--- config.mk ---
export PLATFORM = sky130hd
export DESIGN_NAME = wildcard_pattern_matcher_core
export DESIGN_NICKNAME = d
export VERILOG_FILES = /design/src/rtl/wpm_pkg.sv /design/src/rtl/wildcard_pattern_matcher_core.sv /design/src/rtl/wpm_csr.sv /design/src/rtl/wpm_row_update.sv
export VERILOG_INCLUDE_DIRS = /design/src /design/src/rtl
export SDC_FILE = /design/constraint.sdc
export NUM_CORES = 1
export LEC_CHECK = 0
export BUFFER_PORTS_ARGS = -buffer_cell sky130_fd_sc_hd__buf_2
export CORE_MARGIN = 2
export CORE_UTILIZATION = 35
export CTS_CLUSTER_SIZE = 30
export DETAILED_ROUTE_END_ITERATION = 8
export MAX_ROUTING_LAYER = met4
export PLACE_DENSITY = 0.5
export SLEW_MARGIN = 20
export SYNTH_ARGS = -nofsm -noshare
export SYNTH_HDL_FRONTEND = slang
export SYNTH_SLANG_ARGS = --single-unit
export TNS_END_PERCENT = 10
--- constraint.sdc ---
create_clock -name clock -period 3.9 [get_ports clock]
set_input_delay 0.39 -clock clock [delete_from_list [all_inputs] [get_ports clock]]
set_output_delay 0.39 -clock clock [all_outputs]
set_load 0.01 [all_outputs]
--- src/rtl/wildcard_pattern_matcher_core_macros.svh ---
// ============================================================================
// Wildcard pattern matcher assertion macros
// Shared concurrent assertion forms for the wildcard pattern matcher RTL.
// ============================================================================
`ifndef WILDCARD_PATTERN_MATCHER_CORE_MACROS_SVH
`define WILDCARD_PATTERN_MATCHER_CORE_MACROS_SVH

// Clocked property, disabled while reset is high.
`define WPM_ASSERT_PROP(name, clk, rst, prop, msg) \
   name: assert property (@(posedge clk) disable iff (rst) prop) else $error(msg);

// A condition that must never be seen outside reset.
`define WPM_ASSERT_NEVER(name, clk, rst, cond, msg) \
   `WPM_ASSERT_PROP(name, clk, rst, !(cond), msg)

`endif

--- src/rtl/wpm_pkg.sv ---
// ============================================================================
// Wildcard pattern matcher package
// Shared constants, register indexes and types for the matcher blocks.
// ============================================================================
package wpm_pkg;

   // Pattern storage is four 64-bit words of eight characters each.
   localparam int CSR_DATA_W  = 64;
   localparam int CSR_INDEX_W = 3;
   localparam int PAT_WORDS   = 4;
   localparam int PAT_BITS    = PAT_WORDS * CSR_DATA_W;
   localparam int LEN_W       = 6;

   // Wildcard characters.
   localparam logic [7:0] STAR_CHAR = 8'h2A;
   localparam logic [7:0] ANY_CHAR  = 8'h3F;

   // Configuration register indexes.
   typedef enum logic [CSR_INDEX_W-1:0] {
      CSR_PATTERN_WORD_0 = 3'd0,
      CSR_PATTERN_WORD_1 = 3'd1,
      CSR_PATTERN_WORD_2 = 3'd2,
      CSR_PATTERN_WORD_3 = 3'd3,
      CSR_PATTERN_LENGTH = 3'd4
   } csr_index_type;

   // Programmed pattern as seen by the datapath.
   typedef struct packed {
      logic [PAT_BITS-1:0] chars;
      logic [LEN_W-1:0]    length;
   } pattern_type;

   // Character idx of the pattern, character 0 in the lowest byte.
   function automatic logic [7:0] pat_char(input logic [PAT_BITS-1:0] chars, input int idx);
      return chars[idx*8 +: 8];
   endfunction

endpackage

--- src/rtl/wildcard_pattern_matcher_core.sv ---
// A byte taken into the input stage moves into the result register once that register frees.
// Throughput: one byte per cycle while the result register is not stalled; the prefix row update is combinational.
// A stalled result register holds while the input stage still takes a byte if it is empty.
// Reset (synchronous, active high) clears the pattern, empties both stages and
// sets the prefix row to bit zero alone.
// ============================================================================
// Wildcard pattern matcher
// Streams subject bytes and reports whether the glob pattern ('*', '?')
// matches the subject read so far.
// ============================================================================
`include "wildcard_pattern_matcher_core_macros.svh"

module wildcard_pattern_matcher_core
   import wpm_pkg::*;
#(
   parameter int PATTERN_MAX = 32
)
(
   input  logic                   clock,
   input  logic                   reset,
   input  logic                   req_valid,
   output logic                   req_ready,
   input  logic [7:0]             req_subject_char,
   input  logic                   req_starts_subject,
   output logic                   rsp_valid,
   input  logic                   rsp_ready,
   output logic                   rsp_matched,
   input  logic                   csr_write_enable,
   input  logic [CSR_INDEX_W-1:0] csr_index,
   input  logic [CSR_DATA_W-1:0]  csr_write_data
);

   localparam int ROW_W = PATTERN_MAX + 1;

   pattern_type      pattern;
   logic             s1_valid_ff;
   logic             s1_valid_in;
   logic [7:0]       s1_char_ff;
   logic             s1_start_ff;
   logic [ROW_W-1:0] row_ff;
   logic [ROW_W-1:0] row_in;
   logic             rsp_valid_ff;
   logic             rsp_valid_in;
   logic             rsp_matched_ff;
   logic             advance;
   logic             req_transfer;
   logic [ROW_W-1:0] prev_row;
   logic [ROW_W-1:0] next_row;
   logic             step_matched;

   wpm_csr u_csr (
      .clock            (clock),
      .reset            (reset),
      .csr_write_enable (csr_write_enable),
      .csr_index        (csr_index),
      .csr_write_data   (csr_write_data),
      .pattern          (pattern)
   );

   // Handshake: the result register frees when empty or taken.
   assign advance      = !rsp_valid_ff || rsp_ready;
   assign req_ready    = !s1_valid_ff || advance;
   assign req_transfer = req_valid && req_ready;

   // A new subject restarts from the empty prefix.
   assign prev_row = s1_start_ff ? ROW_W'(1) : row_ff;

   wpm_row_update #(
      .PATTERN_MAX (PATTERN_MAX)
   ) u_row_update (
      .pattern      (pattern),
      .subject_char (s1_char_ff),
      .prev_row     (prev_row),
      .next_row     (next_row),
      .matched      (step_matched)
   );

   // Next state of the control flops.
   always_comb begin
      s1_valid_in  = s1_valid_ff;
      rsp_valid_in = rsp_valid_ff;
      row_in       = row_ff;
      if (advance) begin
         rsp_valid_in = s1_valid_ff;
         s1_valid_in  = 1'b0;
         if (s1_valid_ff) begin
            row_in = next_row;
         end
      end
      if (req_transfer) begin
         s1_valid_in = 1'b1;
      end
   end

   always_ff @(posedge clock) begin
      if (reset) begin
         s1_valid_ff  <= 1'b0;
         rsp_valid_ff <= 1'b0;
         row_ff       <= ROW_W'(1);
      end else begin
         s1_valid_ff  <= s1_valid_in;
         rsp_valid_ff <= rsp_valid_in;
         row_ff       <= row_in;
      end
   end

   // Payload registers of the input stage and the result stage.
   always_ff @(posedge clock) begin
      if (req_transfer) begin
         s1_char_ff  <= req_subject_char;
         s1_start_ff <= req_starts_subject;
      end
      if (advance && s1_valid_ff) begin
         rsp_matched_ff <= step_matched;
      end
   end

   assign rsp_valid   = rsp_valid_ff;
   assign rsp_matched = rsp_matched_ff;

   // Once a byte has been consumed the empty prefix can no longer match.
   `WPM_ASSERT_PROP(a_row_zero_cleared, clock, reset, (s1_valid_ff && advance) |=> !row_ff[0], "prefix row bit zero still set after a byte")
   // A held input byte is never dropped while the result stage is blocked.
   `WPM_ASSERT_PROP(a_s1_held, clock, reset, (s1_valid_ff && !advance) |=> s1_valid_ff, "input stage lost a byte while stalled")
   // A result only appears after a byte sat in the input stage.
   `WPM_ASSERT_PROP(a_rsp_from_s1, clock, reset, $rose(rsp_valid_ff) |-> $past(s1_valid_ff), "result appeared without a byte in the input stage")
   // An empty pattern never reports a match.
   `WPM_ASSERT_NEVER(a_empty_no_match, clock, reset, rsp_valid_ff && rsp_matched_ff && (pattern.length == '0), "match reported for an empty pattern")

endmodule

--- src/rtl/wpm_csr.sv ---
// ============================================================================
// Wildcard pattern matcher configuration registers
// Holds the pattern words and the pattern length written over the CSR port.
// ============================================================================
module wpm_csr
   import wpm_pkg::*;
(
   input  logic                   clock,
   input  logic                   reset,
   input  logic                   csr_write_enable,
   input  logic [CSR_INDEX_W-1:0] csr_index,
   input  logic [CSR_DATA_W-1:0]  csr_write_data,
   output pattern_type            pattern
);

   logic [CSR_DATA_W-1:0] words_ff [PAT_WORDS];
   logic [CSR_DATA_W-1:0] words_in [PAT_WORDS];
   logic [LEN_W-1:0]      length_ff;
   logic [LEN_W-1:0]      length_in;

   // Decode a write; indexes past the register list are dropped.
   always_comb begin
      for (int i = 0; i < PAT_WORDS; i++) begin
         words_in[i] = words_ff[i];
      end
      length_in = length_ff;
      if (csr_write_enable) begin
         unique case (csr_index)
            CSR_PATTERN_WORD_0: words_in[0] = csr_write_data;
            CSR_PATTERN_WORD_1: words_in[1] = csr_write_data;
            CSR_PATTERN_WORD_2: words_in[2] = csr_write_data;
            CSR_PATTERN_WORD_3: words_in[3] = csr_write_data;
            CSR_PATTERN_LENGTH: length_in = csr_write_data[LEN_W-1:0];
            default: ;
         endcase
      end
   end

   always_ff @(posedge clock) begin
      if (reset) begin
         for (int i = 0; i < PAT_WORDS; i++) begin
            words_ff[i] <= '0;
         end
         length_ff <= '0;
      end else begin
         for (int i = 0; i < PAT_WORDS; i++) begin
            words_ff[i] <= words_in[i];
         end
         length_ff <= length_in;
      end
   end

   // Flatten the words, character 0 lowest.
   always_comb begin
      for (int i = 0; i < PAT_WORDS; i++) begin
         pattern.chars[i*CSR_DATA_W +: CSR_DATA_W] = words_ff[i];
      end
      pattern.length = length_ff;
   end

endmodule

--- src/rtl/wpm_row_update.sv ---
// ============================================================================
// Wildcard pattern matcher row update
// Computes the next prefix match row and the match flag for one subject byte.
// ============================================================================
module wpm_row_update
   import wpm_pkg::*;
#(
   parameter int PATTERN_MAX = 32
)
(
   input  pattern_type            pattern,
   input  logic [7:0]             subject_char,
   input  logic [PATTERN_MAX:0]   prev_row,
   output logic [PATTERN_MAX:0]   next_row,
   output logic                   matched
);

   localparam int ROW_W       = PATTERN_MAX + 1;
   localparam int IDX_W       = $clog2(ROW_W);
   localparam int SPAN_STAGES = $clog2(ROW_W);

   // Parallel prefix over runs of stars: a set bit carries upward through
   // every position whose preceding pattern character is a star.
   function automatic logic [ROW_W-1:0] star_span(input logic [ROW_W-1:0] gen,
                                                   input logic [ROW_W-1:0] prop);
      logic [ROW_W-1:0] g;
      logic [ROW_W-1:0] p;
      g = gen;
      p = prop;
      for (int s = 0; s < SPAN_STAGES; s++) begin
         g = g | (p & (g << (1 << s)));
         p = p & (p << (1 << s));
      end
      return g;
   endfunction

   logic [IDX_W-1:0] len_active;
   logic [ROW_W-1:0] star_mask;
   logic [ROW_W-1:0] len_mask;
   logic [ROW_W-1:0] closed_row;
   logic [ROW_W-1:0] step_gen;
   logic [ROW_W-1:0] step_row;

   // Clamp the programmed length to the row size.
   always_comb begin
      if (pattern.length > LEN_W'(PATTERN_MAX)) begin
         len_active = IDX_W'(PATTERN_MAX);
      end else begin
         len_active = pattern.length[IDX_W-1:0];
      end
   end

   // Star positions and the active row bits.
   always_comb begin
      star_mask = '0;
      len_mask  = '0;
      for (int j = 1; j <= PATTERN_MAX; j++) begin
         star_mask[j] = (pat_char(pattern.chars, j - 1) == STAR_CHAR);
         len_mask[j]  = (IDX_W'(j) <= len_active);
      end
   end

   // Let stars match an empty run in the old row.
   assign closed_row = star_span(prev_row, star_mask);

   // Per-position step on the subject byte.
   always_comb begin
      step_gen = '0;
      for (int j = 1; j <= PATTERN_MAX; j++) begin
         if (star_mask[j]) begin
            step_gen[j] = closed_row[j] | closed_row[j-1];
         end else if (pat_char(pattern.chars, j - 1) == ANY_CHAR) begin
            step_gen[j] = closed_row[j-1];
         end else begin
            step_gen[j] = closed_row[j-1] &
                          (pat_char(pattern.chars, j - 1) == subject_char);
         end
      end
   end

   // A star also extends a match made at the position below it.
   assign step_row = star_span(step_gen, star_mask);
   assign next_row = step_row & len_mask;
   assign matched  = (len_active != '0) && next_row[len_active];

endmodule
# Word level (Yosys, flattened, before mapping)
# Memory sizes are Yosys's and may differ from the RTL's.
# Index checks and enable logic that the tools add are counted.
[op_classes] n_mul=0 bitwise_logic=98 div_mod_pow=0 n_reduce_logical=12 muxes=82 addsub=0 magnitude_cmp=34 n_eq_ne=100 shift=0
[ops] cell="AND 33 bit" n=18
[ops] cell="== test 8 x 6 -> 1 bit, second input constant" n=64
[ops] cell="2-to-1 mux 64 bit" n=8
[ops] cell="bitwise OR 33 bit" n=12
[ops] cell="== test 8 bit" n=32
[ops] cell="2-to-1 mux 256 bit" n=1
[ops] cell="less-or-equal comparator 5 x 6 -> 1 bit, first input constant" n=16
[ops] cell="2-to-1 mux 1 bit" n=70
[ops] cell="less-or-equal comparator 4 x 6 -> 1 bit, first input constant" n=8
[ops] cell="bitwise OR 1 bit" n=36
[ops] cell="2-to-1 mux 33 bit" n=1
[ops] cell="AND 1 bit" n=32
[ops] cell="less-or-equal comparator 3 x 6 -> 1 bit, first input constant" n=4
[ops] cell="less-or-equal comparator 2 x 6 -> 1 bit, first input constant" n=2
[ops] cell="less-than comparator 6 x 7 -> 1 bit, second input constant" n=1
[ops] cell="binary-select mux 1 bit (select 6 bit)" n=1
[ops] cell="== test 3 x 2 -> 1 bit, second input constant" n=2
[ops] cell="> comparator 6 bit, second input constant" n=1
[ops] cell="less-or-equal comparator 1 x 6 -> 1 bit, first input constant" n=1
[ops] cell="less-or-equal comparator 6 bit, first input constant" n=1
[ops] cell="2-to-1 mux 6 bit" n=1
[ops] cell="nonzero test 6 bit" n=1
[ops] cell="AND reduction 2 bit" n=2
[ops] cell="== test 3 x 1 -> 1 bit, second input constant" n=1
[ops] cell="other kinds (6)" n=10
[totals] mem_count=1 output_inout_bits=3 romBits=0 ram_bits=256 regBits=51 input_bits=81 latch_bits=0
[memory_table] name="u_csr.words_ff" depth=4 width=64 rd=4 rd_ports_with_merged_regs=0 wr=4 line="wpm_csr.sv:16" rtl="logic [CSR_DATA_W-1:0] words_ff [PAT_WORDS];"

# Logic depth before layout (Yosys ltp)
# An unclocked memory read counts as a cell.
[logic_depth] word_depth=33 depth_mapped=17

# By module
# From an unflattened synthesis, not the netlist that was laid out.
[unflattened] hier_cells=2273 hier_area_um2=20342.0
[modules_own_cells] mod="wpm_csr" cells_per_inst=923 instances=1 area_per_inst_um2=10342.4
[modules_own_cells] mod="wpm_row_update" cells_per_inst=1151 instances=1 area_per_inst_um2=7893.8
[modules_own_cells] mod="wildcard_pattern_matcher_core" cells_per_inst=199 instances=1 area_per_inst_um2=2105.8

# Least setup slack after synthesis
# No wires, ideal clock.
[synth_timing] path_kind="register to register" start="register s1_start_ff" end="register rsp_matched_ff (netlist: rsp_matched) (data pin)" required_time_ps=3639 path_slack_ps=104 stages_incl_launch_ff=16 setup_time_ps=261 n_path_buf=1 synth_period_minus_slack_ps=3796 t_arrival_ps=3535 path_cell_list="edfxtp_1 -> or2_1 -> a41oi_2 -> a2111oi_2 -> buf_4 -> o31ai_4 -> nand2_1 -> a222oi_1 -> a21boi_1 -> nor4b_4 -> o221ai_2 -> a221o_1 -> or4b_1 -> o221a_1 -> o221ai_1 -> o21ai_1"
[synth_between] elab_chain_cells=28 word_cells_on_any_way=156 classes_between="mux: 67; bitwise: 88; reduce/logical: 1"
[synth_lines] item="from (decl)" line="wildcard_pattern_matcher_core.sv:39" rtl="logic s1_start_ff;"
[synth_lines] item="from (signal assigned)" line="wildcard_pattern_matcher_core.sv:111" rtl="s1_start_ff <= req_starts_subject;"
[synth_lines] item="2-to-1 mux 33 bit (*)" line="wildcard_pattern_matcher_core.sv:66" rtl="assign prev_row = s1_start_ff ? ROW_W'(1) : row_ff;"
[synth_lines] item="AND 33 bit" line="wpm_row_update.sv:31" rtl="g = g | (p & (g << (1 << s)));"
[synth_lines] item="bitwise OR 33 bit (*)" line="wpm_row_update.sv:31"
[synth_lines] item="AND 33 bit" line="wpm_row_update.sv:31"
[synth_lines] item="bitwise OR 33 bit (*)" line="wpm_row_update.sv:31"
[synth_lines] item="AND 33 bit" line="wpm_row_update.sv:31"
[synth_lines] item="bitwise OR 33 bit (*)" line="wpm_row_update.sv:31"
[synth_lines] item="AND 33 bit" line="wpm_row_update.sv:31"
[synth_lines] item="[11 not listed]"
[synth_lines] item="bitwise OR 33 bit (*)" line="wpm_row_update.sv:31"
[synth_lines] item="AND 33 bit" line="wpm_row_update.sv:31"
[synth_lines] item="bitwise OR 33 bit (*) (3 in series)" line="wpm_row_update.sv:31"
[synth_lines] item="AND 33 bit (*)" line="wpm_row_update.sv:83" rtl="assign next_row = step_row & len_mask;"
[synth_lines] item="binary-select mux 1 bit (select 6 bit) (*)" line="wpm_row_update.sv:84" rtl="assign matched = (len_active != '0) && next_row[len_active];"
[synth_lines] item="2-to-1 mux 1 bit (not written as such) (*)" line="wpm_row_update.sv:84"
[synth_lines] item="logical AND 1 bit (*)" line="wpm_row_update.sv:84"
[synth_lines] item="net step_matched" line="wildcard_pattern_matcher_core.sv:49" rtl="logic step_matched;"
[synth_lines] item="to (signal assigned)" line="wildcard_pattern_matcher_core.sv:114" rtl="rsp_matched_ff <= step_matched;"
[synth_lines] item="to (decl)" line="wildcard_pattern_matcher_core.sv:44" rtl="logic rsp_matched_ff;"
# The timed path passes the listed nets; every way through them passes the cells marked *. The select of a mux whose other input is x is not followed.
# A chain may end at the register's enable or synchronous reset.

# Worst setup path after layout
# Same ends and word-level chain as after synthesis.

==> summary.txt <==
Starting Density = 35.3%
Setup CP Type = reg2reg
Fin. Hold Viols = 0
Post-synth EDFFs = 10
Die Ht = 234 um
Most used DFF post-synth = dfxtp_1
Max Cap Violations = 0
Core footprint = 52400 sq um
First-pass DRT Iterations = 6
Synth Cell Area = 18500 sq um
H-tree depth = 2
Minimum clock period = 4.21 ns
Critical path arrival = 4.52 ns
Crit Path Max Fanout = 5
Final net count = 3107
WL final = 84500 um
Fmax = 238 MHz
Setup Skew = 0.0363 ns
ANT nets after route = 0
Site Rows = 84
Min-Delay Path Class = in2reg
Final setup fails = 6
Maximum clock path buffer count = 3
RSZ-0062 raised after global routing = true
Drt initial violations = 1629
IO Port Bufs = 83
Multi-input gate area = 12000 sq um
Distinct cell type count after synthesis = 104
Die ar. = 54700 sq um
Gr usage total = 31.6%
CTS sink count = 307
Vias per cell = 5.52
Synth Register Bits = 307
Slowest stage cell, crit path = or4b_1
Failing checks = negative setup slack
Leakage power = 9.45 nW
Filler cells = 5335
Clk root buf = clkbuf_16
Storage element area = 6250 sq um
CP endpoint kind = flip-flop
Power density cells = 305 nW/um^2
Vias in the first global route = 19700
Clk slew on worst S/H paths = 0.07 ns
Initial antenna violation count = 3
Die X = 234 um
Critical Path Source Type = flip-flop
Relative slew slack = 29.5%
Count of boundary I/O pins = 84
Sequential share of the synthesized area = 33.8%
Most common cell after layout, fill and taps aside = nand2_1
Clock latency on the worst-skew pair = 0.57 ns
Most frequent cells in the layout = 608 x nand2_1, 511 x buf_4, 343 x a21oi_1
Num CTS Buffers = 39
Max Slew Vio Count = 0
Mapped Cells = 2511
Synth Warn # = 0
Worst Tran Pin Value = 1.06 ns
Layout cell share with drive strength beyond 1 = 25.8%
PnR worst setup slack = -0.309 ns
Layout Utilization = 47.9%
Maximum vdd ir drop = 270 uV
Required @ worst endpoint = 4.21 ns
Largest net degree at the start of global routing = 141
Synthesized net count = 2592
CTS tree = yes
DP HPWL = 64900 um
Mean Syn Cell Area = 7.36 sq um
GRT overflow = 0
Drt wl/cell = 22.6 um
Syn-to-layout area delta = 35.9%
Setup slack at placement = -0.571 ns
Async set-reset flop share out of synthesis = 0%
DR DRC count = 0
First-pass GRT wire length = 125000 um
Vias post-DR = 20600
Status = finished with violations
Routability cong. = 0.985
Worst path cell trace = buf_6, buf_4, nor2b_1, a41oi_2, o221ai_2, o211ai_2, buf_4, nand2_1, o21ba_1, o21a_2, nor4b_4, o221ai_2, a221o_1, or4b_1, o221a_1, o221ai_1, o21ai_1
Fin crit share = 108%
Antenna Cells = 0
Crit-path max cell delay = 0.48 ns
what timing repair did:
action | in CTS | in global routing
endpoints found under the setup margin | 15 | 15
pin swaps | 22 | 23
endpoints found under the hold margin | 8 | 0
gates cloned | 1 | 0
resized for setup | 66 | 25
buffers inserted | 8 | 1
hold buffers | 8 | 0
Yosys cell counts (all sizes together) (48+ instances only):
library cell,number,area (sq um)
a21oi,350,1760
buf,56,265
clkbuf,92,345
dfxtp,297,5950
nand2,612,2300
nand3,49,245
nand4,57,357
nor2,154,578
nor3,48,245
o21ai,61,305
xnor2,168,1470
xor2,88,771
worst paths after layout:
kind / startpoint / endpoint / slack [ns] / cells past startpoint
max: s1_start_ff / rsp_matched / -0.31 / 17
min: req_valid / s1_valid_ff / 0.07 / 3
max reg2reg: s1_start_ff / rsp_matched / -0.31 / 17
min reg2reg: row_ff[6] / row_ff[6] / 0.46 / 2
state kept, by name, indices dropped and copies added, names as in the netlist:
name             count
s1_start_ff          1
rsp_valid            1
row_ff              33
rsp_matched          1
s1_valid_ff          1
u_csr.length_ff      6
u_csr.words_ff     256
s1_char_ff           8
worst max-delay path: cells and delay by family, from the launching register on:
family | cells | cell delay [ns]
AOI/OAI and AO/OA | 10 | 2.14
and+or+nand+nor | 4 | 0.88
buffers and inverters | 3 | 0.47
DFF | 1 | 0.45
stage by stage:
step / hold WS [ns] / setup TNS (ns) / power (mW) / cell area [sq um] / std cells
floorplan: 0.432 / 0 / 3.77 / 18500 / 2511
finish: 0.0742 / -0.727 / 7.67 / 25100 / 3742
global placement: 0.450 / -3.83 / 4.17 / 23300 / 3656
CTS: 0.0601 / -0.627 / 7.71 / 25000 / 3742
global route: 0.0839 / -2.51 / 7.92 / 25100 / 3742
detailed placement: 0.451 / -3.71 / 4.19 / 23300 / 3656
cell families (layout without fill, tap and decap cells):
kind of cell              Yosys count  after routing  share of synthesized area, %
xor gates and xnor gates          256            256                          12.1
AOI/OAI and AO/OA                 648            648                          22.1
DFF                               307            307                          33.8
and+or+nand+nor                  1121           1121                          27.8
buffers and inverters             172            715                          3.79
muxes                               7              7                         0.379
area by class of cell:
type,instances,share of cell area (%)
inverter,24,0.358
sequential,307,24.9
tap,688,3.43
timing repair buffer,622,18.7
clock buffer,57,4.51
clock inverter,12,0.383
multi-input combinational,2032,47.8
power by group:
part | total [mW] | switching, mW | internal (mW)
Clock | 3.53 | 1.50 | 2.03
Combinational | 0.869 | 0.524 | 0.345
Sequential | 3.27 | 0.0532 | 3.22
Total | 7.67 | 2.08 | 5.59
per-layer routing:
| layer | global-route usage (%) | wire length, um | part of all wire, % | vias up |
|---|---|---|---|---|
| li1 | - | - | - | 9898 |
| met1 | 42.6 | 39100 | 46 | 10000 |
| met2 | 49.0 | 38300 | 45 | 578 |
| met3 | 4.16 | 4530 | 5.4 | 126 |
| met4 | 9.85 | 2650 | 3.1 | 0 |
| met5 | - | 0 | 0 | - |
(Power assumes the default switching activity.)
